===== src/hdl/assert_macros.svh =====
// Shared assertion macros for the cache tag store.
// Each macro expects clk_i and rst_ni in scope.
`ifndef ASSERT_MACROS_SVH
`define ASSERT_MACROS_SVH

// Check that cons holds in the same cycle as ante.
`define SALC_ASSERT_NOW(lbl, ante, cons) \
  lbl: assert property (@(posedge clk_i) disable iff (!rst_ni) (ante) |-> (cons)) \
    else $error("salc assertion failed");

// Check that cons holds in the cycle after ante.
`define SALC_ASSERT_NEXT(lbl, ante, cons) \
  lbl: assert property (@(posedge clk_i) disable iff (!rst_ni) (ante) |=> (cons)) \
    else $error("salc assertion failed");

`endif


===== src/hdl/salc_ram.sv =====
`default_nettype none

module salc_ram #(
  parameter int unsigned Width = 8,
  parameter int unsigned Depth = 16,
  localparam int unsigned AddrW = (Depth > 1) ? $clog2(Depth) : 1
) (
  input  wire logic             clk_i,
  input  wire logic             we_i,
  input  wire logic [AddrW-1:0] waddr_i,
  input  wire logic [Width-1:0] wdata_i,
  input  wire logic             re_i,
  input  wire logic [AddrW-1:0] raddr_i,
  output logic      [Width-1:0] rdata_o
);

  logic [Width-1:0] mem_q [Depth];
  logic [Width-1:0] rdata_q;

  always_ff @(posedge clk_i) begin
    if (we_i) begin
      mem_q[waddr_i] <= wdata_i;
    end
    if (re_i) begin
      rdata_q <= mem_q[raddr_i];
    end
  end

  assign rdata_o = rdata_q;

endmodule

`default_nettype wire


===== config.mk =====
export PLATFORM = sky130hd
export DESIGN_NAME = salc_ram
export DESIGN_NICKNAME = d
export VERILOG_FILES = /design/src/hdl/assert_macros.svh /design/src/hdl/salc_ram.sv
export SDC_FILE = /design/constraint.sdc
export NUM_CORES = 1
export LEC_CHECK = 0
export BUFFER_PORTS_ARGS = -buffer_cell sky130_fd_sc_hd__buf_2
export CORE_ASPECT_RATIO = 0.5
export CORE_MARGIN = 2
export CORE_UTILIZATION = 48
export DETAILED_ROUTE_END_ITERATION = 8
export SYNTH_ARGS = -nofsm -noshare
export SYNTH_HDL_FRONTEND = slang
export SYNTH_SLANG_ARGS = --single-unit
export TNS_END_PERCENT = 5

===== constraint.sdc =====
create_clock -name clk_i -period 3.8 [get_ports clk_i]
set_input_delay 0.57 -clock clk_i [delete_from_list [all_inputs] [get_ports clk_i]]
set_output_delay 0.57 -clock clk_i [all_outputs]
set_load 0.03 [all_outputs]

==> Word level (Yosys, flattened, before mapping) <==
Memory sizes are Yosys's and may differ from the RTL's. A register that Yosys moved wholly into a read port is not among the register bits.
Index checks and enable logic that the tools add are counted.
{ "word_totals": {"mem_bits_ro": 0, "register_bits": 0, "latchBits": 0, "ramBits": 128, "memories": 1} }
{ "memory_table": {"columns": ["name", "depth", "word_bits", "read_ports", "rd_ports_with_merged_regs", "write_ports", "line", "text"], "rows": [
  ["mem_q", 16, 8, 1, 1, 1, "salc_ram.sv:17", "logic [Width-1:0] mem_q [Depth];"]
]} }
{ "op_classes": {"n_addsub": 0, "mux": 2, "mul": 0, "div": 0, "n_eq_ne": 0, "shifts": 0, "n_bitwise": 0, "reduce_logical": 0, "n_lt_le_gt_ge": 0} }
{ "ops": {"columns": ["op", "n"], "rows": [
  ["1-bit 2-to-1 mux", 2]
]} }

==> Longest topological paths before layout <==
{ "depth": {"ltp_word": 2, "ltp_mapped": 5} }

==> Least setup slack after synthesis <==
OpenSTA, ideal clock, no wires.
{ "synth_path": {"path_kind": "input-to-reg", "startpoint": "in waddr_i[2]", "endpoint": "mem mem_q[0][0] (enable)", "arrival_ps": 1680, "cell_stages": 2, "setup_slack_ps": 1737, "setup_time_ps": 383, "required_ps": 3417, "cell_sequence": "or3b_2 > nor3_1"} }
{ "synth_lines": {"columns": ["element", "line", "text"], "rows": [
  ["from (decl)", "salc_ram.sv:10", "input wire logic [AddrW-1:0] waddr_i,"],
  ["to (decl)", "salc_ram.sv:17", null]
]} }
No word-level cell before the write port.

==> impl_metrics.csv <==
group,metric,value,unit
finish,multi_input_area,1060,µm²
setup_path,cp-start-kind,"input pin",
placed_design,post-place-ws,1.41,ns
grt,grt_pass1_vias,2513,
timing,rsz0062_at_grt,"no",
yosys,synth_cells,229,
cts,htree_levels,4,
yosys,ys_seq_area_share,78.1,%
finish,regArea,4080,µm²
grt,grt_max_degree,33,
detailed_routing,drt-pass1-iter-count,5,
timing,fin_skew,0.0116,ns
die,std_cell_rows,26,
detailed_routing,ant_nets,0,
detailed_routing,via_count,2467,
min_path,hold_class,"in2reg",
die,initial_core_util,50.2,%
placed_design,gp_congestion,0.727,
pwr,leakage,2.03,nW
yosys,synth_nets,248,
cts,clock_path_buffers,2,
timing,tightest_slew,1.02,ns
cts,holdBufCountCts,0,
cts,root_buffer,"clkbuf_16",
finish,final_common_cell,"edfxtp_1",
die,die-area,11800,µm²
cts,cts_resized,0,
cts,cts.sinks,136,
die,die_w,152,µm
grt,grt_first_pass_wirelength,15800,µm
die,core-area,10400,µm²
yosys,synth_area_leaders,"edfxtp_1, mux4_2, mux4_1, a22oi_1, nor2_1",
finish,diodes,0,
timing,fin_tns_setup,0,ns
die,io_pins,27,
die,die_h,77.8,µm
setup_path,crit_path_start,"raddr_i[1]",
detailed_routing,drtIter0Drc,264,
min_path,hold_start,"re_i",
finish,area_growth,17.1,%
yosys,synth_top_area_share,78.1,%
detailed_routing,routedWlPerCell,24.9,µm
finish,fillers,757,
yosys,postSynthAreaPerCell,22.8,µm²
run,cap_violations,0,
yosys,synth.largest_area_cell,"edfxtp_1",
finish,final_nets,288,
yosys,synth_warnings,0,
setup_path,crit_type,"in2reg",
cts,clkTransAtPathRegs,0.06,ns
setup_path,worstPathMaxFanout,32,
timing,fmax,496,MHz
pwr,power_density,592,nW/µm²
yosys,yosysUniqueCellTypes,18,
finish,drive_gt1_share,27.7,%
detailed_routing,vias_per_cell,5.85,
yosys,ys_seq_elements,136,
timing,drv_slew,0,
detailed_routing,route.detailed.drc,0,
placed_design,place_hpwl,6460,µm
finish,most-common-layout-cells,"edfxtp_1, buf_2, mux4_2",
setup_path,crit_path_end_kind,"register",
timing,final_hold_viol_count,0,
timing,maxSlewHeadroom,31.8,%
grt,grt.total_usage,20.3,%
pwr,peakVddDrop,0.000338,V
grt,overflow,0,
yosys,syn-cell-area,5230,µm²
timing,finalCriticalPeriod,2.02,ns
run_status,run_status,"complete, no violations",
cts,clock_latency,0.42,ns
grt,antenna_found_initial,0,
timing,period_share,53.1,%
cts,cts_setup_buffers,0,
setup_path,critPathRequiredTime,3.95,ns
setup_path,crit_arrival,2.16,ns
setup_path,regToRegStartpoint,"mem_q[2][1]",
detailed_routing,routed_wl,10500,µm
placed_design,io_buffers,26,
cts,cts_buffers,17,
timing,setup_viol,0,
timing,worst_slack,1.78,ns
cts,tritoncts,"built",
## flip-flops by register name, indices dropped and copies added, names as in the netlist
name,flops
mem_q,128
rdata_o,8
## stage by stage
stage	cell area, µm²	power (mW)	util (%)	hold WS, ns	instances
after floorplan	5230	1.83	-	0.669	229
after global placement	5490	1.89	52.7	0.733	390
after detailed placement	5490	1.90	52.7	0.740	390
after CTS	6120	3.64	58.8	0.526	422
after global routing	6120	3.72	58.8	0.523	422
final	6120	3.62	58.8	0.540	422
## area by class of cell
| class | instances | share of cell area [%] |
|---|---|---|
| flip-flops and latches | 136 | 66.7 |
| well taps | 140 | 2.86 |
| clock buffers | 18 | 7.01 |
| clock inverters | 14 | 3.35 |
| repair buffers | 31 | 2.74 |
| multi-input cells | 83 | 17.3 |
## final timing paths
| path | end | slack (ns) | cells after the start |
|---|---|---|---|
| min | rdata_o[5] | 0.54 | 1 |
| min reg2reg | rdata_o[3] | 0.75 | 3 |
| max reg2reg | rdata_o[1] | 2.12 | 3 |
| max | rdata_o[1] | 1.78 | 4 |
## report_power, final
part / switching, mW / internal [mW] / total [mW]
clock: 0.602 / 1.16 / 1.76
combinational: 0.105 / 0.0602 / 0.165
sequential: 0.00915 / 1.69 / 1.70
total: 0.716 / 2.91 / 3.62
## layer usage
metal  vias up  share of wire [%]  GRT usage, %
met5         -                  0             0
li1       1064                  -             -
met4         0               0.95          6.94
met2        89                 44          28.0
met1      1306                 45          30.6
met3         8                9.7          6.59
## cell usage after synthesis
cell type / number
a22oi_1: 16
and2_1: 1
and2b_1: 1
buf_2: 3
buf_4: 1
buf_6: 3
clkdlybuf4s25_2: 3
edfxtp_1: 136
mux4_1: 14
mux4_2: 18
nand2_1: 9
nand2b_1: 2
nand3_1: 1
nand3b_1: 2
nor2_1: 13
nor2b_1: 1
nor3_1: 4
or3b_2: 1
## kinds of logic (layout without fill, tap and decap cells)
family | count (synthesis) | in the layout | synth area share, %
buffers and inverters | 10 | 63 | 1.65
AO/OA/AOI/OAI | 16 | 16 | 2.30
flip-flops | 136 | 136 | 78.1
multiplexers | 32 | 32 | 14.8
AND/OR/NAND/NOR | 35 | 35 | 3.14
## worst max-delay path: stages
cell and delay [ns]:
buf_2 0.63, mux4_1 0.41, a22oi_1 0.41, nand2_1 0.14
No activity file was read; power rests on OpenSTA's default activity.
