`src/hdl/assert_macros.svh`:
```
// Shared assertion macros for the cache tag store.
// Each macro expects clk_i and rst_ni in scope.
`ifndef ASSERT_MACROS_SVH
`define ASSERT_MACROS_SVH

// Check that cons holds in the same cycle as ante.
`define SALC_ASSERT_NOW(lbl, ante, cons) \
  lbl: assert property (@(posedge clk_i) disable iff (!rst_ni) (ante) |-> (cons)) \
    else $error("salc assertion failed");

// Check that cons holds in the cycle after ante.
`define SALC_ASSERT_NEXT(lbl, ante, cons) \
  lbl: assert property (@(posedge clk_i) disable iff (!rst_ni) (ante) |=> (cons)) \
    else $error("salc assertion failed");

`endif

```
`src/hdl/salc_pkg.sv`:
```
`default_nettype none

package salc_pkg;

  // Default geometry.
  localparam int unsigned DEF_SETS       = 256;
  localparam int unsigned DEF_WAYS       = 8;
  localparam int unsigned DEF_ADDR_WIDTH = 48;

  // Port field widths.
  localparam int unsigned OP_W       = 2;
  localparam int unsigned ADDR_W     = 48;
  localparam int unsigned OUTC_W     = 2;
  localparam int unsigned SET_OUT_W  = 8;
  localparam int unsigned WAY_OUT_W  = 3;
  localparam int unsigned TOTAL_W    = 32;
  localparam int unsigned SETB_W     = 4;
  localparam int unsigned BLKB_W     = 5;
  localparam int unsigned WAYSCFG_W  = 4;
  localparam int unsigned CFG_IDX_W  = 2;
  localparam int unsigned CFG_DATA_W = 5;
  // Raw set index before folding: up to 15 set bits.
  localparam int unsigned SIDX_W     = 15;

  // Access kinds.
  localparam logic [OP_W-1:0] OP_LOAD   = 2'd0;
  localparam logic [OP_W-1:0] OP_STORE  = 2'd1;
  localparam logic [OP_W-1:0] OP_MODIFY = 2'd2;
  localparam logic [OP_W-1:0] OP_NONE   = 2'd3;

  // Lookup outcomes.
  localparam logic [OUTC_W-1:0] OUT_HIT   = 2'd0;
  localparam logic [OUTC_W-1:0] OUT_FILL  = 2'd1;
  localparam logic [OUTC_W-1:0] OUT_EVICT = 2'd2;

  // Configuration register indexes.
  localparam logic [CFG_IDX_W-1:0] CFG_SET_BITS   = 2'd0;
  localparam logic [CFG_IDX_W-1:0] CFG_BLOCK_BITS = 2'd1;
  localparam logic [CFG_IDX_W-1:0] CFG_WAYS       = 2'd2;

  // Configuration reset values.
  localparam logic [SETB_W-1:0]    RST_SET_BITS   = 4'd4;
  localparam logic [BLKB_W-1:0]    RST_BLOCK_BITS = 5'd4;
  localparam logic [WAYSCFG_W-1:0] RST_WAYS       = 4'd1;

  // Commands from the controller to the datapath.
  typedef struct packed {
    logic clr;      // write one zero row of the clearing pass
    logic capture;  // latch the request
    logic fold;     // reduce the raw set index
    logic rd;       // read the set row
    logic look;     // compare tags, pick the way
    logic commit;   // write the row back, update totals, present result
  } cmd_t;

  // Status from the datapath to the controller.
  typedef struct packed {
    logic req_ok;   // the offered request carries a valid access kind
    logic clr_last; // clearing pass is at its last row
  } status_t;

endpackage

`default_nettype wire

```
`src/hdl/salc_ctrl.sv`:
```
`default_nettype none
`include "assert_macros.svh"

module salc_ctrl (
  input  wire logic              clk_i,
  input  wire logic              rst_ni,
  input  wire logic              start_i,
  input  wire salc_pkg::status_t status_i,
  output salc_pkg::cmd_t         cmd_o,
  output logic                   busy_o
);

  localparam logic [2:0] ST_CLEAR = 3'd0;
  localparam logic [2:0] ST_IDLE  = 3'd1;
  localparam logic [2:0] ST_FOLD  = 3'd2;
  localparam logic [2:0] ST_READ  = 3'd3;
  localparam logic [2:0] ST_LOOK  = 3'd4;
  localparam logic [2:0] ST_WRITE = 3'd5;

  logic [2:0] state_q, state_d;

  always_comb begin
    state_d = state_q;
    cmd_o   = '0;
    unique case (state_q)
      ST_CLEAR: begin
        cmd_o.clr = 1'b1;
        if (status_i.clr_last) begin
          state_d = ST_IDLE;
        end
      end
      ST_IDLE: begin
        // Drop requests with an unused access kind.
        if (start_i && status_i.req_ok) begin
          cmd_o.capture = 1'b1;
          state_d       = ST_FOLD;
        end
      end
      ST_FOLD: begin
        cmd_o.fold = 1'b1;
        state_d    = ST_READ;
      end
      ST_READ: begin
        cmd_o.rd = 1'b1;
        state_d  = ST_LOOK;
      end
      ST_LOOK: begin
        cmd_o.look = 1'b1;
        state_d    = ST_WRITE;
      end
      ST_WRITE: begin
        cmd_o.commit = 1'b1;
        state_d      = ST_IDLE;
      end
      default: begin
        state_d = ST_CLEAR;
      end
    endcase
  end

  always_ff @(posedge clk_i or negedge rst_ni) begin
    if (!rst_ni) begin
      state_q <= ST_CLEAR;
    end else begin
      state_q <= state_d;
    end
  end

  assign busy_o = (state_q != ST_IDLE);

  `SALC_ASSERT_NOW(a_cmd_onehot, 1'b1,
    $onehot0({cmd_o.clr, cmd_o.capture, cmd_o.fold, cmd_o.rd, cmd_o.look, cmd_o.commit}))
  `SALC_ASSERT_NEXT(a_capture_busy, cmd_o.capture, busy_o && !cmd_o.commit)

endmodule

`default_nettype wire

```
`config.mk`:
```
export PLATFORM = sky130hd
export DESIGN_NAME = salc_ctrl
export DESIGN_NICKNAME = d
export VERILOG_FILES = /design/src/hdl/salc_pkg.sv /design/src/hdl/salc_ctrl.sv
export VERILOG_INCLUDE_DIRS = /design/src /design/src/hdl
export SDC_FILE = /design/constraint.sdc
export NUM_CORES = 1
export LEC_CHECK = 0
export ABC_AREA = 1
export BUFFER_PORTS_ARGS = -buffer_cell sky130_fd_sc_hd__buf_2
export CAP_MARGIN = 20
export CELL_PAD_IN_SITES_DETAIL_PLACEMENT = 0
export CELL_PAD_IN_SITES_GLOBAL_PLACEMENT = 1
export CORE_AREA = 2 2 39 41
export CTS_BUF_LIST = sky130_fd_sc_hd__clkbuf_8
export CTS_CLUSTER_SIZE = 25
export DETAILED_ROUTE_END_ITERATION = 16
export DIE_AREA = 0 0 41 43
export PLACE_DENSITY_LB_ADDON = 0.05
export SETUP_SLACK_MARGIN = 0.05
export SYNTH_ARGS = -nofsm -noshare
export SYNTH_HDL_FRONTEND = slang
export SYNTH_SLANG_ARGS = --single-unit
```
`constraint.sdc`:
```
create_clock -name clk_i -period 2.05 [get_ports clk_i]
set_clock_uncertainty 0.2 [all_clocks]
set_input_delay 0.1025 -clock clk_i [delete_from_list [all_inputs] [get_ports clk_i]]
set_output_delay 0.1025 -clock clk_i [all_outputs]
set_load 0.01 [all_outputs]
```
# After elaboration in Yosys (flattened, before gate mapping)
# Index checks and enable logic that the tools add are counted.
totals:
  inputBits: 5
  register_bits: 3
  output_inout_bits: 7
  wordCells: 22
op_classes:
  n_mux: 10
  reduce_logical: 3
  eq_ne: 8
op_table:
  columns: ["op", "n"]
  rows:
  - ["$pmux 3 s6", 1]
  - ["$mux 1", 7]
  - ["$eq 3x2->1 const B", 2]
  - ["$eq 3x3->1 const B", 2]
  - ["$mux 3", 2]
  - ["$ne 2x2->1 const B", 2]
  - ["$eq 3x1->1 const B", 1]
  - ["$logic_not 3->1", 1]
  - ["$ne 3x1->1 const B", 1]
  - ["$reduce_and 2->1", 1]
  - ["$logic_and 1x1->1", 1]

# Logic depth before layout (Yosys ltp)
logic_depth:
  depth_word: 3
  depth_mapped: 6
  mapped_depth_nobuf: 6

# Worst setup path before layout
# Ideal clock, no wire load.
synth_path:
  kind: "flip-flop to output port"
  from: "reg state_q[1]"
  to: "out cmd_o[4] (netlist bit)"
  arrival_ns: 0.776
  stages_incl_launch_ff: 4
  path_slack_ns: 0.971
  path_buffers: 0
  required_ns: 1.747
  path_cell_list: "dfrtp_1 -> inv_1 -> nand2_2 -> nor2_1"
synth_rtl:
  columns: ["item", "line", "rtl"]
  rows:
  - ["start: declaration", "salc_ctrl.sv:20", "logic [2:0] state_q, state_d;"]
  - ["start signal: assignment", "salc_ctrl.sv:65", "state_q <= state_d;"]
  - ["end: declaration", "salc_ctrl.sv:9", "output salc_pkg::cmd_t cmd_o,"]

==> metrics <==
fmax 719 MHz; leak pwr 0.204 nW; worst skew pair latency 0.22 ns; Peak VDD IR 337 uV; Power Dens Cells 1590 nW/um2; final hold violations 0; Yosys reg bits 3; Gate Count Post-Synth 30; EDFF count, synth 0; most flop-heavy register state_q; number of remaining DRC errors 0; Finished Cell Area 339 um2; chip height 43 um; GRT Total Usage 0.0936; Fill cells 162; Top FF cell, synth dfrtp_1; gpl congestion 0.674; initial core utilization 0.144; synth top area cells dfrtp_1 (38%), inv_1 (11%), nor2_1 (11%); DR WL met2 292 um; unrepaired setup endpoints after global routing no; Clock transition at path regs 0.03 ns; CORE AREA 1380 um2; Post-synth ARST share 1.00; wire length on met3 37 um; first-pass GRT wire length 966 um; Final Routed Wirelength 587 um; IO Pins 12; Crit. End Element output port; final setup fails 0; share of layout cells above drive strength 1 0.362; largest net degree at the start of global routing 9; CTS tree done; Layout area overhead 70.4%; post-synthesis sequential area ratio 0.377; Nets 53; Routed met1 length 257 um; Tmin final 1.39 ns; Root Buffer clkbuf_8; Post-Place Cell Area 274 um2; post-synth top area share 0.377; Syn Std Cell Area 199 um2; wire per inst 9.32 um; first-pass detailed-route iteration total 1; Vias 228; Max Slew Vio Count 0; tightest hold margin 0.0122 ns; Num CTS Buffers 3; vias in the first global route 240; area of the multi-input gates 97.6 um2; crit path kind reg -> out; Post-CTS Hold Fix Bufs 2; Post-DRT Antenna Nets 0; Hold Crit Class in -> async; Least-Margin Pin Slew 0.194 ns; Total Neg Setup Slack 0 ns; biggest regs state_q: 3 flops; crit start category flip-flop; outcome finished clean; top cells by count, synth inv_1 (6), nor2_1 (6), nand2_1 (5); Final HPWL DP 436 um; Largest register FFs 3; post-synthesis net count 35; Yosys top cell by area dfrtp_1; Overall Power 0.540 mW; Rows 14; Arrival @ worst endpoint 1.09 ns; Starting DRT DRC Count 0; Avg Inst Size Synth 6.63 um2; initial antenna violation count 0; worst path required time 1.75 ns; Max transition margin 0.870; Max Cap Viol 0; H-tree depth 1; Netlist cell types 12; cts repair resizes 0; die area 1760 um2; die width 41 um; post-CTS setup buffer count 0; gr ovfl total 0; final period utilization 0.679; Worst Path Max Fanout 4; Vias/cell 3.62; sequential cell area 75.1 um2; IO Port Bufs 11; Synth Warn # 0; Antenna Cells 0; Highest Signal Layer met3; # clock sinks 3; Bufs on Longest Clock Path 2
[layer usage]
metal | global-route usage | vias to the layer above
met5 | 0 | -
met1 | 0.100 | 94
met2 | 0.109 | 9
met4 | 0.120 | 0
li1 | - | 125
met3 | 0.0471 | 0
[where the power goes]
part	switching, mW	internal, mW	total, mW
Combinational	0.167	0.0971	0.264
Clock	0.0406	0.128	0.168
Sequential	0.0228	0.0853	0.108
[through the flow]
stage,cells,utilization,worst slack [ns]
2_1_floorplan,30,-,0.971
3_3_place_gp,57,0.198,0.880
3_5_place_dp,57,0.198,0.877
4_1_cts,63,0.245,0.652
5_1_grt,63,0.245,0.574
6_report,63,0.245,0.658
[worst max-delay path, stage by stage, from the launching register on]
cell     delay (ns)
dfrtp_1        0.40
nor2_1         0.18
inv_1          0.08
nor2_1         0.08
buf_2          0.13
[placed cells by master, fill, tap and decap left out]
cell type,instances
buf_2,11
inv_1,7
nor2_1,6
nand2_1,5
clkbuf_8,3
dfrtp_1,3
nand3_1,2
o21ai_1,2
dlygate4sd3_1,2
inv_2,1
nor2_4,1
nand2_2,1
nor3_1,1
nand3b_1,1
o22ai_1,1
[area by class of cell]
| cell class | count | area share |
|---|---|---|
| flip-flops and latches | 3 | 0.221 |
| clock buffers | 3 | 0.122 |
| clock inverters | 1 | 0.0111 |
| repair buffers | 13 | 0.221 |
| well taps | 16 | 0.0590 |
| multi-input cells | 20 | 0.288 |
| inverters | 7 | 0.0775 |
[final timing paths]
check / slack [ns] / start / end / cells after the start
setup / recovery: 0.66 / state_q[1] / cmd_o[1] / 4
max in group asynchronous: 1.53 / rst_ni / state_q[2] / 2
min in group clk_i: 0.07 / status_i[1] / state_q[0] / 4
hold reg to reg: 0.43 / state_q[0] / state_q[2] / 2
hold / removal: 0.01 / rst_ni / state_q[1] / 2
setup reg to reg: 0.86 / state_q[1] / state_q[0] / 4
[cells by family after synthesis]
family / Yosys count / share of synthesized area
AO/OA/AOI/OAI: 3 / 0.0818
AND/OR/NAND/NOR: 17 / 0.409
buffers and inverters: 7 / 0.132
flip-flops: 3 / 0.377
Power figures use the tool's default switching activity.
