<file path="src/hdl/assert_macros.svh">
// Shared assertion macros for the cache tag store.
// Each macro expects clk_i and rst_ni in scope.
`ifndef ASSERT_MACROS_SVH
`define ASSERT_MACROS_SVH

// Check that cons holds in the same cycle as ante.
`define SALC_ASSERT_NOW(lbl, ante, cons) \
  lbl: assert property (@(posedge clk_i) disable iff (!rst_ni) (ante) |-> (cons)) \
    else $error("salc assertion failed");

// Check that cons holds in the cycle after ante.
`define SALC_ASSERT_NEXT(lbl, ante, cons) \
  lbl: assert property (@(posedge clk_i) disable iff (!rst_ni) (ante) |=> (cons)) \
    else $error("salc assertion failed");

`endif

</file>
<file path="src/hdl/salc_pkg.sv">
`default_nettype none

package salc_pkg;

  // Default geometry.
  localparam int unsigned DEF_SETS       = 256;
  localparam int unsigned DEF_WAYS       = 8;
  localparam int unsigned DEF_ADDR_WIDTH = 48;

  // Port field widths.
  localparam int unsigned OP_W       = 2;
  localparam int unsigned ADDR_W     = 48;
  localparam int unsigned OUTC_W     = 2;
  localparam int unsigned SET_OUT_W  = 8;
  localparam int unsigned WAY_OUT_W  = 3;
  localparam int unsigned TOTAL_W    = 32;
  localparam int unsigned SETB_W     = 4;
  localparam int unsigned BLKB_W     = 5;
  localparam int unsigned WAYSCFG_W  = 4;
  localparam int unsigned CFG_IDX_W  = 2;
  localparam int unsigned CFG_DATA_W = 5;
  // Raw set index before folding: up to 15 set bits.
  localparam int unsigned SIDX_W     = 15;

  // Access kinds.
  localparam logic [OP_W-1:0] OP_LOAD   = 2'd0;
  localparam logic [OP_W-1:0] OP_STORE  = 2'd1;
  localparam logic [OP_W-1:0] OP_MODIFY = 2'd2;
  localparam logic [OP_W-1:0] OP_NONE   = 2'd3;

  // Lookup outcomes.
  localparam logic [OUTC_W-1:0] OUT_HIT   = 2'd0;
  localparam logic [OUTC_W-1:0] OUT_FILL  = 2'd1;
  localparam logic [OUTC_W-1:0] OUT_EVICT = 2'd2;

  // Configuration register indexes.
  localparam logic [CFG_IDX_W-1:0] CFG_SET_BITS   = 2'd0;
  localparam logic [CFG_IDX_W-1:0] CFG_BLOCK_BITS = 2'd1;
  localparam logic [CFG_IDX_W-1:0] CFG_WAYS       = 2'd2;

  // Configuration reset values.
  localparam logic [SETB_W-1:0]    RST_SET_BITS   = 4'd4;
  localparam logic [BLKB_W-1:0]    RST_BLOCK_BITS = 5'd4;
  localparam logic [WAYSCFG_W-1:0] RST_WAYS       = 4'd1;

  // Commands from the controller to the datapath.
  typedef struct packed {
    logic clr;      // write one zero row of the clearing pass
    logic capture;  // latch the request
    logic fold;     // reduce the raw set index
    logic rd;       // read the set row
    logic look;     // compare tags, pick the way
    logic commit;   // write the row back, update totals, present result
  } cmd_t;

  // Status from the datapath to the controller.
  typedef struct packed {
    logic req_ok;   // the offered request carries a valid access kind
    logic clr_last; // clearing pass is at its last row
  } status_t;

endpackage

`default_nettype wire

</file>
<file path="src/hdl/salc_dp.sv">
`default_nettype none
`include "assert_macros.svh"

module salc_dp #(
  parameter int unsigned SETS       = salc_pkg::DEF_SETS,
  parameter int unsigned WAYS       = salc_pkg::DEF_WAYS,
  parameter int unsigned ADDR_WIDTH = salc_pkg::DEF_ADDR_WIDTH,
  localparam int unsigned SetW  = (SETS > 1) ? $clog2(SETS) : 1,
  localparam int unsigned RankW = (WAYS > 1) ? $clog2(WAYS) : 1,
  localparam int unsigned TagW  = (ADDR_WIDTH < salc_pkg::ADDR_W) ? ADDR_WIDTH
                                                                 : salc_pkg::ADDR_W,
  localparam int unsigned RowW  = WAYS * (1 + RankW + TagW)
) (
  input  wire logic                                clk_i,
  input  wire logic                                rst_ni,
  input  wire salc_pkg::cmd_t                      cmd_i,
  output salc_pkg::status_t                        status_o,
  input  wire logic                                cfg_we_i,
  input  wire logic [salc_pkg::CFG_IDX_W-1:0]      cfg_index_i,
  input  wire logic [salc_pkg::CFG_DATA_W-1:0]     cfg_wdata_i,
  input  wire logic [salc_pkg::OP_W-1:0]           op_i,
  input  wire logic [salc_pkg::ADDR_W-1:0]         address_i,
  output logic                                     ram_we_o,
  output logic [SetW-1:0]                          ram_waddr_o,
  output logic [RowW-1:0]                          ram_wdata_o,
  output logic                                     ram_re_o,
  output logic [SetW-1:0]                          ram_raddr_o,
  input  wire logic [RowW-1:0]                     ram_rdata_i,
  output logic                                     done_o,
  output logic [salc_pkg::OUTC_W-1:0]              outcome_o,
  output logic                                     second_hit_o,
  output logic [salc_pkg::SET_OUT_W-1:0]           set_index_o,
  output logic [salc_pkg::WAY_OUT_W-1:0]           way_used_o,
  output logic [salc_pkg::TOTAL_W-1:0]             hit_total_o,
  output logic [salc_pkg::TOTAL_W-1:0]             miss_total_o,
  output logic [salc_pkg::TOTAL_W-1:0]             evict_total_o
);

  localparam int unsigned AW      = salc_pkg::ADDR_W;
  localparam int unsigned TW      = salc_pkg::TOTAL_W;
  localparam int unsigned RankOfs = WAYS;
  localparam int unsigned TagOfs  = WAYS + WAYS * RankW;
  localparam logic [AW-1:0] AddrMask = (TagW >= AW) ? {AW{1'b1}}
                                                    : ((AW'(1) << TagW) - AW'(1));
  localparam logic [SetW-1:0]  LastSet = SetW'(SETS - 1);
  localparam logic [RankW-1:0] MaxRank = RankW'(WAYS - 1);
  localparam logic [5:0]       WaysMax = 6'(WAYS);
  localparam bit               SetsPow2 = ((SETS & (SETS - 1)) == 0);

  // Configuration registers.
  logic [salc_pkg::SETB_W-1:0]    set_bits_q;
  logic [salc_pkg::BLKB_W-1:0]    block_bits_q;
  logic [salc_pkg::WAYSCFG_W-1:0] ways_q;

  always_ff @(posedge clk_i or negedge rst_ni) begin
    if (!rst_ni) begin
      set_bits_q   <= salc_pkg::RST_SET_BITS;
      block_bits_q <= salc_pkg::RST_BLOCK_BITS;
      ways_q       <= salc_pkg::RST_WAYS;
    end else if (cfg_we_i) begin
      unique case (cfg_index_i)
        salc_pkg::CFG_SET_BITS:   set_bits_q   <= cfg_wdata_i[salc_pkg::SETB_W-1:0];
        salc_pkg::CFG_BLOCK_BITS: block_bits_q <= cfg_wdata_i;
        salc_pkg::CFG_WAYS:       ways_q       <= cfg_wdata_i[salc_pkg::WAYSCFG_W-1:0];
        default: ;
      endcase
    end
  end

  // Clearing pass row counter.
  logic [SetW-1:0] clr_cnt_q;

  always_ff @(posedge clk_i or negedge rst_ni) begin
    if (!rst_ni) begin
      clr_cnt_q <= '0;
    end else if (cmd_i.clr) begin
      clr_cnt_q <= clr_cnt_q + SetW'(1);
    end
  end

  assign status_o.clr_last = (clr_cnt_q == LastSet);
  assign status_o.req_ok   = (op_i != salc_pkg::OP_NONE);

  // Request capture: split the address, work out the active ways.
  localparam int unsigned SIDX_LOCAL_W = salc_pkg::SIDX_W;

  logic [salc_pkg::OP_W-1:0] op_q;
  logic [SIDX_LOCAL_W-1:0]   raw_q;
  logic [TagW-1:0]           tag_q;
  logic [WAYS-1:0]           act_q;

  logic [AW-1:0]          addr_m;
  logic [AW-1:0]          addr_sh;
  logic [AW-1:0]          tag_sh;
  logic [15:0]            idx_mask;
  logic [5:0]             tag_shift;
  logic [5:0]             ways6;
  logic [5:0]             nw6;
  logic [WAYS-1:0]        act_c;

  always_comb begin
    addr_m    = address_i & AddrMask;
    addr_sh   = addr_m >> block_bits_q;
    idx_mask  = ~(16'hFFFF << set_bits_q);
    tag_shift = {2'b00, set_bits_q} + {1'b0, block_bits_q};
    tag_sh    = addr_m >> tag_shift;
    ways6     = {2'b00, ways_q};
    if (ways6 == 6'd0) begin
      nw6 = 6'd1;
    end else if (ways6 > WaysMax) begin
      nw6 = WaysMax;
    end else begin
      nw6 = ways6;
    end
    for (int j = 0; j < WAYS; j++) begin
      act_c[j] = (6'(j) < nw6);
    end
  end

  always_ff @(posedge clk_i) begin
    if (cmd_i.capture) begin
      op_q  <= op_i;
      raw_q <= addr_sh[SIDX_LOCAL_W-1:0] & idx_mask[SIDX_LOCAL_W-1:0];
      tag_q <= tag_sh[TagW-1:0];
      act_q <= act_c;
    end
  end

  // Fold the raw index onto the set count.
  logic [SetW-1:0] set_c;

  if (SetsPow2) begin : g_fold_mask
    localparam int unsigned ExtW = SetW + SIDX_LOCAL_W;
    logic [SetW-1:0] red_q;
    logic [ExtW-1:0] raw_ext;

    assign raw_ext = ExtW'(raw_q);

    always_ff @(posedge clk_i) begin
      if (cmd_i.fold) begin
        red_q <= raw_ext[SetW-1:0] & LastSet;
      end
    end

    assign set_c = red_q;
  end else begin : g_fold_recip
    // Quotient by reciprocal; exact for a 15-bit dividend with 32 fraction bits.
    localparam int unsigned PW = SIDX_LOCAL_W + 33;
    localparam logic [32:0] Recip = 33'(((64'd1 << 32) + 64'(SETS) - 64'd1) / 64'(SETS));
    localparam logic [32:0] SetsV = 33'(SETS);
    logic [PW-1:0] prod_q;
    logic [32:0]   quot;
    logic [32:0]   qs;
    logic [32:0]   rem;

    always_ff @(posedge clk_i) begin
      if (cmd_i.fold) begin
        prod_q <= PW'(raw_q) * PW'(Recip);
      end
    end

    assign quot  = 33'(prod_q[PW-1:32]);
    assign qs    = quot * SetsV;
    assign rem   = 33'(raw_q) - qs;
    assign set_c = rem[SetW-1:0];
  end

  logic [SetW-1:0] set_q;

  always_ff @(posedge clk_i) begin
    if (cmd_i.rd) begin
      set_q <= set_c;
    end
  end

  // Lookup on the registered row.
  logic [WAYS-1:0]  row_valid;
  logic [RankW-1:0] row_rank [WAYS];
  logic [TagW-1:0]  row_tag  [WAYS];

  always_comb begin
    for (int j = 0; j < WAYS; j++) begin
      row_valid[j] = ram_rdata_i[j];
      row_rank[j]  = ram_rdata_i[RankOfs + j*RankW +: RankW];
      row_tag[j]   = ram_rdata_i[TagOfs + j*TagW +: TagW];
    end
  end

  localparam int unsigned WayW = (WAYS > 1) ? $clog2(WAYS) : 1;

  logic                       hit_c, inv_c;
  logic [WayW-1:0]            hit_way, inv_way, vic_way;
  logic [RankW-1:0]           hit_rank, best;
  logic [salc_pkg::OUTC_W-1:0] outcome_c;
  logic [WayW-1:0]            way_c;
  logic [RankW-1:0]           limit_c;

  always_comb begin
    hit_c    = 1'b0;
    inv_c    = 1'b0;
    hit_way  = '0;
    inv_way  = '0;
    hit_rank = '0;
    vic_way  = '0;
    best     = '0;
    // Scan downwards so the lowest-numbered way wins.
    for (int j = WAYS - 1; j >= 0; j--) begin
      if (act_q[j] && row_valid[j] && (row_tag[j] == tag_q)) begin
        hit_c    = 1'b1;
        hit_way  = WayW'(j);
        hit_rank = row_rank[j];
      end
      if (act_q[j] && !row_valid[j]) begin
        inv_c   = 1'b1;
        inv_way = WayW'(j);
      end
    end
    // Victim: lowest-numbered way holding the largest rank.
    for (int j = 0; j < WAYS; j++) begin
      if (act_q[j] && ((j == 0) || (row_rank[j] > best))) begin
        best    = row_rank[j];
        vic_way = WayW'(j);
      end
    end
    if (hit_c) begin
      outcome_c = salc_pkg::OUT_HIT;
      way_c     = hit_way;
      limit_c   = hit_rank;
    end else if (inv_c) begin
      outcome_c = salc_pkg::OUT_FILL;
      way_c     = inv_way;
      limit_c   = best;
    end else begin
      outcome_c = salc_pkg::OUT_EVICT;
      way_c     = vic_way;
      limit_c   = best;
    end
  end

  logic [salc_pkg::OUTC_W-1:0] look_out_q;
  logic [WayW-1:0]             way_q;
  logic [RankW-1:0]            limit_q;

  always_ff @(posedge clk_i) begin
    if (cmd_i.look) begin
      look_out_q <= outcome_c;
      way_q      <= way_c;
      limit_q    <= limit_c;
    end
  end

  // Row update: promote the chosen way, age those below the limit (every valid way on a fill).
  logic [RowW-1:0] new_row;
  logic            no_limit;
  logic            is_miss;

  always_comb begin
    no_limit = (look_out_q == salc_pkg::OUT_FILL);
    is_miss  = (look_out_q != salc_pkg::OUT_HIT);
    new_row  = ram_rdata_i;
    for (int j = 0; j < WAYS; j++) begin
      if (WayW'(j) == way_q) begin
        new_row[j]                          = 1'b1;
        new_row[RankOfs + j*RankW +: RankW] = '0;
        if (is_miss) begin
          new_row[TagOfs + j*TagW +: TagW] = tag_q;
        end
      end else if (act_q[j] && row_valid[j] && (no_limit || (row_rank[j] < limit_q)) &&
                   (row_rank[j] < MaxRank)) begin
        new_row[RankOfs + j*RankW +: RankW] = row_rank[j] + RankW'(1);
      end
    end
  end

  assign ram_we_o    = cmd_i.clr | cmd_i.commit;
  assign ram_waddr_o = cmd_i.clr ? clr_cnt_q : set_q;
  assign ram_wdata_o = cmd_i.clr ? '0 : new_row;
  assign ram_re_o    = cmd_i.rd;
  assign ram_raddr_o = set_c;

  // Running totals, saturating.
  function automatic logic [TW-1:0] sat_add(input logic [TW-1:0] v, input logic [1:0] inc);
    logic [TW:0] sum;
    sum = {1'b0, v} + (TW+1)'(inc);
    return sum[TW] ? {TW{1'b1}} : sum[TW-1:0];
  endfunction

  logic [TW-1:0] hit_total_q, miss_total_q, evict_total_q;
  logic [TW-1:0] hit_total_d, miss_total_d, evict_total_d;
  logic [1:0]    hit_inc;
  logic          is_mod;

  always_comb begin
    is_mod        = (op_q == salc_pkg::OP_MODIFY);
    hit_inc       = {1'b0, !is_miss} + {1'b0, is_mod};
    hit_total_d   = sat_add(hit_total_q, hit_inc);
    miss_total_d  = sat_add(miss_total_q, {1'b0, is_miss});
    evict_total_d = sat_add(evict_total_q,
                            {1'b0, (look_out_q == salc_pkg::OUT_EVICT)});
  end

  always_ff @(posedge clk_i or negedge rst_ni) begin
    if (!rst_ni) begin
      hit_total_q   <= '0;
      miss_total_q  <= '0;
      evict_total_q <= '0;
      done_o        <= 1'b0;
    end else begin
      done_o <= cmd_i.commit;
      if (cmd_i.commit) begin
        hit_total_q   <= hit_total_d;
        miss_total_q  <= miss_total_d;
        evict_total_q <= evict_total_d;
      end
    end
  end

  // Result register.
  logic [SetW+salc_pkg::SET_OUT_W-1:0] set_ext;
  logic [WayW+salc_pkg::WAY_OUT_W-1:0] way_ext;

  assign set_ext = (SetW + salc_pkg::SET_OUT_W)'(set_q);
  assign way_ext = (WayW + salc_pkg::WAY_OUT_W)'(way_q);

  always_ff @(posedge clk_i) begin
    if (cmd_i.commit) begin
      outcome_o    <= look_out_q;
      second_hit_o <= is_mod;
      set_index_o  <= set_ext[salc_pkg::SET_OUT_W-1:0];
      way_used_o   <= way_ext[salc_pkg::WAY_OUT_W-1:0];
    end
  end

  assign hit_total_o   = hit_total_q;
  assign miss_total_o  = miss_total_q;
  assign evict_total_o = evict_total_q;

  `SALC_ASSERT_NOW(a_evict_le_miss, 1'b1, evict_total_q <= miss_total_q)
  `SALC_ASSERT_NEXT(a_hits_monotonic, 1'b1, hit_total_q >= $past(hit_total_q))
  `SALC_ASSERT_NEXT(a_done_after_commit, cmd_i.commit, done_o)

endmodule

`default_nettype wire
</file>
<file path="config.mk">
export PLATFORM = sky130hd
export DESIGN_NAME = salc_dp
export DESIGN_NICKNAME = d
export VERILOG_FILES = /design/src/hdl/salc_pkg.sv /design/src/hdl/salc_dp.sv
export VERILOG_INCLUDE_DIRS = /design/src /design/src/hdl
export SDC_FILE = /design/constraint.sdc
export NUM_CORES = 1
export LEC_CHECK = 0
export ABC_AREA = 1
export BUFFER_PORTS_ARGS = -buffer_cell sky130_fd_sc_hd__buf_2
export CAP_MARGIN = 20
export CORE_AREA = 2 2 399 401
export DETAILED_ROUTE_END_ITERATION = 10
export DIE_AREA = 0 0 401 403
export PLACE_DENSITY = 0.4
export SLEW_MARGIN = 10
export SYNTH_ARGS = -nofsm -noshare
export SYNTH_HDL_FRONTEND = slang
export SYNTH_SLANG_ARGS = --single-unit
</file>
<file path="constraint.sdc">
create_clock -name clk_i -period 23.9 [get_ports clk_i]
set_input_delay 2.39 -clock clk_i [delete_from_list [all_inputs] [get_ports clk_i]]
set_output_delay 2.39 -clock clk_i [all_outputs]
set_load 0.01 [all_outputs]
</file>
# --- Word-level counts from Yosys, hierarchy flattened ---
# Cells that the tools add are included.
totals:
  ff_bits: 222
  in_bits: 482
  output_inout_bits: 547
  wordCells: 272
classes:
  add_sub_neg: 14
  n_lt_le_gt_ge: 32
  eq_ne: 22
  shift: 3
  mux: 106
  bitwise: 3
  n_reduce_logical: 71
ops:
  columns: ["cell", "count"]
  rows:
  - ["48-bit two-way mux", 16]
  - ["416-bit two-way mux", 1]
  - ["48-bit equality test", 8]
  - ["3-bit two-way mux", 57]
  - ["32-bit two-way mux", 3]
  - ["32-bit by 1-bit adder with 33-bit output", 2]
  - ["48-bit by 5-bit right shift with 8-bit output", 1]
  - ["48-bit by 6-bit right shift with 48-bit output", 1]
  - ["1-bit logical AND", 47]
  - ["32-bit by 2-bit adder with 33-bit output", 1]
  - ["1-bit two-way mux", 25]
  - ["3-bit by 1-bit adder with 3-bit output, second input constant", 8]
  - ["3-bit < comparator", 8]
  - ["3-bit < comparator, second input constant", 8]
  - ["3-bit by 6-bit < comparator with 1-bit output, first input constant", 4]
  - ["3-bit > comparator", 7]
  - ["16-bit by 4-bit left shift with 8-bit output, first input constant", 1]
  - ["3-bit equality test, first input constant", 4]
  - ["1-bit by 6-bit < comparator with 1-bit output, first input constant", 2]
  - ["2-bit by 6-bit < comparator with 1-bit output, first input constant", 2]
  - ["1-bit logical NOT", 9]
  - ["8-bit by 1-bit adder with 8-bit output, second input constant", 1]
  - ["8-bit bitwise AND", 1]
  - ["8-bit equality test, second input constant", 1]
  - ["other kinds (19)", 33]

# --- Depth between registers and ports, before layout ---
# Gate-level depths: netlist of run 1.
logic_depth:
  word_depth: 24
  depth_mapped: 57
  depth_no_buf: 57

# --- Worst setup path before layout of run 1 ---
# No wires, ideal clock.
synth_path:
  path_type: "input-to-reg"
  from: "in ram_rdata_i[10]"
  to: "reg limit_q[2] (data pin)"
  setup_time_ps: 265
  t_arrival_ps: 9194
  required_ps: 23635
  path_slack_ps: 14441
  stages: 49
  n_path_buf: 0
  path_cell_list: "nand2_1 ha_1 nand3_1 nand2_1 inv_2 nand2_4 o21ai_0 ha_1 o21ai_0 nand3_1 nand3_2 nand2_4 o21a_1 ha_1 or2_2 o22ai_1 inv_1 nand2_2 [13 not listed] nand2_4 nand4_1 and2_2 ha_1 nand3_1 nand2_1 nor2_1 inv_1 nand2_1 o21ai_0 ha_1 nand2_1 nor2_1 a211oi_1 nor3_1 a21oi_1 nand2_1 o211ai_1"
synth_between:
  elab_chain_len: 23
  word_cells_on_any_way: 24
  classes_between: "order compare: 7; mux: 10; reduce/logical: 7"
synth_lines:
  columns: ["item", "line_no", "rtl"]
  rows:
  - ["from (decl)", "salc_dp.sv:28", "input wire logic [RowW-1:0] ram_rdata_i,"]
  - ["3-bit two-way mux", "salc_dp.sv:220", "if (act_q[j] && ((j == 0) || (row_rank[j] > best))) begin"]
  - ["3-bit > comparator", "salc_dp.sv:220", null]
  - ["1-bit logical AND", "salc_dp.sv:220", null]
  - ["3-bit two-way mux", "salc_dp.sv:220", null]
  - ["3-bit > comparator", "salc_dp.sv:220", null]
  - ["1-bit logical AND", "salc_dp.sv:220", null]
  - ["3-bit two-way mux", "salc_dp.sv:220", null]
  - ["3-bit > comparator", "salc_dp.sv:220", null]
  - ["[8 not listed]", null, null]
  - ["3-bit > comparator", "salc_dp.sv:220", null]
  - ["1-bit logical AND", "salc_dp.sv:220", null]
  - ["3-bit two-way mux", "salc_dp.sv:220", null]
  - ["3-bit > comparator", "salc_dp.sv:220", null]
  - ["1-bit logical AND", "salc_dp.sv:220", null]
  - ["3-bit two-way mux", "salc_dp.sv:220", null]
  - ["3-bit two-way mux (*)", "salc_dp.sv:225", "if (hit_c) begin"]
  - ["via limit_c[2]", "salc_dp.sv:196", "logic [RankW-1:0] limit_c;"]
  - ["to (signal assigned)", "salc_dp.sv:248", "limit_q <= limit_c;"]
  - ["to (decl)", "salc_dp.sv:242", "logic [RankW-1:0] limit_q;"]
# Mark *: on every way through the listed nets, which the timed path passes. The rest lies on a longest branch.
# A chain may end at the register's enable or synchronous reset.

# --- Worst setup path in the final report of run 1 ---
# Ends and elaborated chain as after synthesis.

==> impl_results.md, run 1 <==
- Status: finished, final reports clean
- Finished Layout Cells: 7078
- DR iter-0 viols: 4563
- Detailed-route vias per instance: 5.15
- Die height: 403 um
- Final setup vio count: 0
- Crit path time final: 10.35 ns
- WP data required: 24.21 ns
- Cell Area, Placed: 32900 um2
- Yosys cell types: 66
- Placed insts: 6975
- Clock power frac: 0.165
- VDD IR max: 63.4 uV
- Die width: 401 um
- Top-count cell post-synth: nand2_1
- Hold Path Class: reg2reg
- Final WS setup: 13.55 ns
- Fin area: 34100 um2
- Most Frequent Cell on Critical Path: ha_1
- Largest net degree at the start of global routing: 183
- #FFs+latches synth: 222
- Post-Synth XOR/XNOR Area: 0.0606
- Critical Path End Type: register
- Syn_area_per_cell: 6.25 um2
- Core ar.: 157000 um2
- Core Util, Final: 0.217
- DR DRC count: 0
- Port Buf Inserts: 1028
- Total routed wirelength: 260 mm
- GPL Wtd Cong: 0.992
- CP max FO: 6
- Vias in the first global route: 34000
- Setup bufs post-CTS: 0
- Comb pwr share: 0.644
- Cell-internal power: 1.32 mW
- Share of power burned in registers: 0.190
- Total Die Area: 162000 um2
- Crit path launch type: primary input
- Worst-path clk slew: 0.06 ns
- WL per Instance: 36.7 um
- Ys Warns: 0
- Largest family of logic cells by synthesized area: compound AO/OA/AOI/OAI gates
- Global-route wire length before repair: 332 mm
- Row Count: 146
- Main flop type after synthesis: dfrtp_1
- Fin crit share: 0.433
- Simple-Gate Fraction of Synth Area: 0.245
- Static Leak: 16.2 nW
- Setup CP Type: in2reg
- Max stage delay on crit path: 0.53 ns
- Seq. cell area: 6080 um2
- Grt ovf: 0
- Sw Share: 0.584
- Switching pwr: 1.84 mW
- Root cell of the clock tree: clkbuf_16
- Setup TNS: 0 ns
- Final hold violation count: 0
- Hold_buf cts: 0
- Multi-input gate area: 16600 um2
- TritonCTS clock tree: built
- Gates resized, CTS repair: 0
- Reg2reg setup slack: 14.97 ns
- Mapped Cells: 4068
- Seq/Total Area, Yosys: 0.239
- Slowest cell on the critical path: nor3_1
- Global Route Usage Sum: 0.305
- Cts bufs inserted: 30
- Mux contribution to synthesized area: 0.0126
- Synth Area in Adders: 0.0247
- Clock Skews: 0.0522 ns
- Initial antenna violation count: 112
- Synth area leaders: o21ai_0 14%, edfxtp_1 12%, dfrtp_1 11%
- Power per cell area: 92.6 nW/um2
- Pre-CTS setup slack: 12.97 ns
- Area growth syn-to-layout: 34.2%
- # clock sinks: 222
- Filler instances: 18200
- Starting density of the core: 0.162
- Cell taking the most area after synthesis: o21ai_0
- Final nets: 5467
- Post-synthesis net count: 4599
- Relative slew margins: 0.229
- Drt pass-1 iters: 6
- Clock tree buffer depth: 3
- EDFF count, synth: 104
- Fraction of the mapped netlist area in compound gates: 0.308
- DPL Wire Length: 213 mm
- Cell Area, Synth: 25400 um2
- Peak Freq: 0.0966 GHz
- Synth top cells by count: 750 x nand2_1, 726 x o21ai_0, 445 x a21oi_1, 401 x inv_1, 269 x nor2_1
- CP Data Arrival Time: 10.66 ns
- Fraction of registers with async set/reset: 0.532
- Max_cap viols: 0
- Total vias in the final route: 36400
- Max Slew Vio Count: 0
- RSZ-0062 raised after global routing: false
- H-tree depth: 1
- Fraction of layout cells with a size suffix above 1: 0.259
- Number of top-level pins: 1029
- Worst slew pin tran: 1.15 ns
- Synth top area share: 0.143
- Antenna-violating nets left: 0
- Worst-skew pair later-pin latency: 0.63 ns
==> per-stage QoR <==
step / power [mW] / hold WS [ns]
CTS: 3.13 / 0.419
global route: 3.28 / 0.439
detailed placement: 2.60 / 0.418
global placement: 2.60 / 0.409
finish: 3.16 / 0.418
floorplan: 1.50 / 0.400
==> kinds of logic after synthesis <==
family          count (synthesis)
compound gates               1437
xor+xnor                      176
fa+ha+maj                      49
buf+inv                       722
flops                         222
mux                            32
other cells                     1
simple gates                 1429
==> power groups by stage <==
stage          logic, mW  clock network [mW]  registers, mW
2_1_floorplan      0.956                   0          0.544
3_3_place_gp        1.99                   0          0.607
3_5_place_dp        1.99                   0          0.607
4_1_cts             1.99               0.534          0.601
5_1_grt             2.13               0.548          0.608
6_report            2.04               0.522          0.602
==> worst max-delay path: cells and delay by family <==
family	cells	cell delay [ns]
adder cells (fa/ha/maj)	7	2.08
buffers and inverters	5	0.49
AO/OA/AOI/OAI	11	2.08
AND/OR/NAND/NOR	25	3.62
==> final timing paths <==
check,start,to,cells after the start
min reg2reg,raw_q[4],ram_raddr_o[4],0
max in group asynchronous,rst_ni,evict_total_o[14],2
max,ram_rdata_i[10],limit_q[2],48
min,raw_q[4],ram_raddr_o[4],0
min in group asynchronous,rst_ni,hit_total_o[17],1
max reg2reg,act_q[0],limit_q[2],47
==> metal layers <==
metal	share of wire	up-vias	track usage
met2	0.44	2174	0.482
li1	-	15800	-
met1	0.39	17800	0.363
met3	0.093	584	0.0966
met5	0.00084	-	0
met4	0.068	36	0.179
==> flip-flops by register name (all words and copies together) (netlist names), 4 cells and up <==
register	cells
ram_raddr_o	8
raw_q	8
set_q	8
set_bits_q	4
ways_q	4
hit_total_o	32
clr_cnt_q	8
set_index_o	8
tag_q	48
miss_total_o	32
evict_total_o	32
act_q	8
block_bits_q	5
==> placed cells by master, fill, tap and decap left out, types with 8 or more instances in the layout <==
| cell | instances |
|---|---|
| a211oi_1 | 38 |
| a21oi_1 | 444 |
| a221oi_1 | 44 |
| a31oi_1 | 17 |
| buf_2 | 1026 |
| buf_4 | 105 |
| bufinv_16 | 8 |
| clkbuf_16 | 30 |
| clkinv_1 | 10 |
| clkinv_2 | 9 |
| dfrtp_1 | 115 |
| diode_2 | 46 |
| edfxtp_1 | 104 |
| ha_1 | 46 |
| inv_1 | 400 |
| inv_2 | 15 |
| mux2i_1 | 32 |
| nand2_1 | 750 |
| nand3_1 | 168 |
| nand3b_1 | 8 |
| nand4_1 | 43 |
| nor2_1 | 261 |
| nor2_4 | 8 |
| nor3_1 | 57 |
| nor4_1 | 58 |
| o2111ai_1 | 15 |
| o211ai_1 | 25 |
| o21ai_0 | 726 |
| o22ai_1 | 94 |
| or2_2 | 38 |
| xnor2_1 | 57 |
| xor2_1 | 117 |
==> layout make-up <==
| class | instances | area share |
|---|---|---|
| inverter | 425 | 0.0470 |
| sequential | 222 | 0.178 |
| clock buffer | 31 | 0.0224 |
| tap | 2072 | 0.0760 |
| antenna | 46 | 0.00337 |
| multi-input combinational | 3124 | 0.488 |
| timing repair buffer | 1133 | 0.174 |
| clock inverter | 25 | 0.0109 |
No activity file was read; power rests on OpenSTA's default activity.
==> inputs of run 2 (changes only) <==
==> constraint.sdc (replaced) <==
create_clock -name clk_i -period 9.9 [get_ports clk_i]
set_input_delay 0.99 -clock clk_i [delete_from_list [all_inputs] [get_ports clk_i]]
set_output_delay 0.99 -clock clk_i [all_outputs]
set_load 0.01 [all_outputs]
==> run 2 against run 1 <==
Against the previous run:
- worst hold slack gained 0.0093 ns
- global-route usage decreased by 0.18 points
- cell count is essentially flat
- combinational power grew 140%
- sequential power is 140% higher
- die area stayed put
- largest power group unchanged
- critical path depth increased by 2
- sequential share of layout area is 0.066 points higher
- design area fell by 0.37%
- first-iteration DRC count fell by 5.8%
==> impl_results.md, run 2 (synthesized netlist as in run 1, its figures left out) <==
- Reg2reg setup slack: 1.14 ns (-13.83 ns)
- Die width: 401 um (unchanged)
- Hold_buf cts: 0 (unchanged)
- R2r startpoint: act_q[0]
- Number of top-level pins: 1029 (unchanged)
- Max Slew Vio Count: 0 (unchanged)
- Most common cell after layout, fill and taps aside: buf_2
- Hold Path Class: reg2reg
- CP startpoint: ram_rdata_i[10]
- Max stage delay on crit path: 0.48 ns (-0.05 ns)
- Row Count: 146 (unchanged)
- Levels on crit path: 50 (+4.2%)
- Total vias in the final route: 36300 (-0.41%)
- Largest Register: tag_q
- Core ar.: 157000 um2 (unchanged)
- Met3 WL: 24.2 mm (-0.24%)
- Share of power burned in registers: 0.196 (+0.006)
- Final nets: 5470 (+0.055%)
- Power, Total: 7.41 mW (+130%)
- Placed insts: 6979 (+0.057%)
- Worst slew pin tran: 1.14 ns (-0.00461 ns)
- DR iter-0 viols: 4297 (-5.8%)
- Max_cap viols: 0 (unchanged)
- Global Route Usage Sum: 0.303 (-0.00180)
- Worst-path clk slew: 0.06 ns (about the same)
- Setup bufs post-CTS: 0 (unchanged)
- Finished Layout Cells: 7079 (+0.014%)
- Drt pass-1 iters: 6 (unchanged)
- Cts bufs inserted: 28 (-6.7%)
- Final setup vio count: 0 (unchanged)
- Switching pwr: 4.40 mW (+140%)
- Largest net degree at the start of global routing: 209 (+14%)
- Final hold violation count: 0 (unchanged)
- Port Buf Inserts: 1028 (unchanged)
- Sw Share: 0.594 (+0.0104)
- Fin crit share: 0.894
- Cell-internal power: 3.01 mW (+130%)
- Vias in the first global route: 33900 (-0.19%)
- Initial antenna violation count: 103 (-8.0%)
- Power per cell area: 218 nW/um2 (+140%)
- DR DRC count: 0 (unchanged)
- Wl on met1: 102 mm (-0.81%)
- # clock sinks: 222 (unchanged)
- WP data required: 10.20 ns (-14.01 ns)
- Status: finished, final reports clean
- CP max FO: 6 (unchanged)
- Crit path capture: limit_q[2]
- Grt ovf: 0 (unchanged)
- Setup TNS: 0 ns (unchanged)
- CP Buf/Inv Count: 5 (unchanged)
- Setup CP Type: in2reg
- Critical Path End Type: register
- Total routed wirelength: 258 mm (-0.79%)
- Met2 routed WL: 113 mm (-1.9%)
- Comb pwr share: 0.664 (+0.020)
- Relative slew margins: 0.237 (+0.00781)
- CP Data Arrival Time: 9.15 ns (-1.51 ns)
- TritonCTS clock tree: built
- Slowest cell on the critical path: nor3_1
- Gates resized, CTS repair: 0 (unchanged)
- GPL Wtd Cong: 0.981 (-1.1%)
- Largest register FFs: 48 (unchanged)
- Worst r2r path cells: 49 (+4.3%)
- Reg2reg end: limit_q[2]
- Global-route wire length before repair: 330 mm (-0.66%)
- Clock tree buffer depth: 3 (unchanged)
- CP delay by family, top: simple AND/OR/NAND/NOR gates
- Most Frequent Cell on Critical Path: ha_1
- Clock Skews: 0.0640 ns (+0.0117 ns)
- Detailed-route vias per instance: 5.12 (-0.42%)
- Crit path launch type: primary input
- DPL Wire Length: 213 mm (about the same)
- Static Leak: 16.2 nW (-0.44%)
- Peak Freq: 0.113 GHz
- Most frequent cells in the layout: 1026 x buf_2, 750 x nand2_1, 726 x o21ai_0
- Worst-skew pair later-pin latency: 0.62 ns (about the same)
- Area growth syn-to-layout: 33.7%
- Die height: 403 um (unchanged)
- Uppermost layer routed: met5
- Antenna-violating nets left: 0 (unchanged)
- Root cell of the clock tree: clkbuf_16
- Starting density of the core: 0.162 (unchanged)
- Crit path time final: 8.86 ns
- WL per Instance: 36.4 um (-0.81%)
- VDD IR max: 131 uV (+110%)
- Filler instances: 18400 (+0.80%)
- H-tree depth: 1 (unchanged)
- Clock power frac: 0.141 (-0.024)
- Fraction of layout cells with a size suffix above 1: 0.258 (-0.000806)
- Total Die Area: 162000 um2 (unchanged)
- RSZ-0062 raised after global routing: false
run 2: cell types whose count changed in the layout (fill, tap and decap cells not counted), moves of 2 or more:
cell	change
bufinv_16	-6
buf_16	+2
clkbuf_1	+4
buf_4	+2
clkbuf_16	-2
clkinv_4	-2
run 2: worst register-to-register path, delay by kind of cell, from the launching register on:
family | cells | cell delay, ns
AOI/OAI and AO/OA | 12 | 2.06
adders and majority gates | 7 | 2.09
buffers and inverters | 4 | 0.36
DFF | 1 | 0.42
and+or+nand+nor | 26 | 3.58
run 2: layout make-up:
type,count,area [um2],share of cell area
flip-flops and latches,222,6080,0.179
inverters,425,1600,0.0472
repair buffers,1138,6040,0.178
clock buffers,34,743,0.0219
diodes,47,118,0.00346
clock inverters,17,171,0.00504
multi-input cells,3124,16600,0.490
well taps,2072,2590,0.0763
run 2: layer usage:
metal	vias to the layer above	GRT usage
li1	15800	-
met1	17700	0.362
met2	2117	0.475
met3	637	0.0947
met4	38	0.184
met5	-	0
run 2: worst min-delay path by stage:
stage | from | cells past startpoint | to | slack (ns)
finish | raw_q[4] | 0 | ram_raddr_o[4] | 0.43
global route | raw_q[4] | 0 | ram_raddr_o[4] | 0.44
CTS | raw_q[4] | 0 | ram_raddr_o[4] | 0.43
detailed placement | raw_q[4] | 0 | ram_raddr_o[4] | 0.42
global placement | raw_q[4] | 0 | ram_raddr_o[4] | 0.41
floorplan | raw_q[0] | 0 | ram_raddr_o[0] | 0.40
run 2: power by group through the flow:
stage          registers [mW]  logic, mW  clock network (mW)
6_report                 1.45       4.92                1.04
5_1_grt                  1.47       5.15                1.10
4_1_cts                  1.45       4.83                1.07
3_5_place_dp             1.46       4.82                   0
3_3_place_gp             1.48       4.80                   0
2_1_floorplan            1.31       2.31                   0
run 2: per-stage QoR:
step / instance area (um2) / util / hold WS (ns) / setup WS (ns)
finish: 34000 / 0.216 / 0.428 / 1.04
global route: 33900 / 0.215 / 0.438 / 0.367
CTS: 33800 / 0.215 / 0.431 / 1.12
detailed placement: 32900 / 0.209 / 0.416 / 0.520
global placement: 32900 / 0.209 / 0.411 / 0.197
floorplan: 25400 / - / 0.400 / 1.84
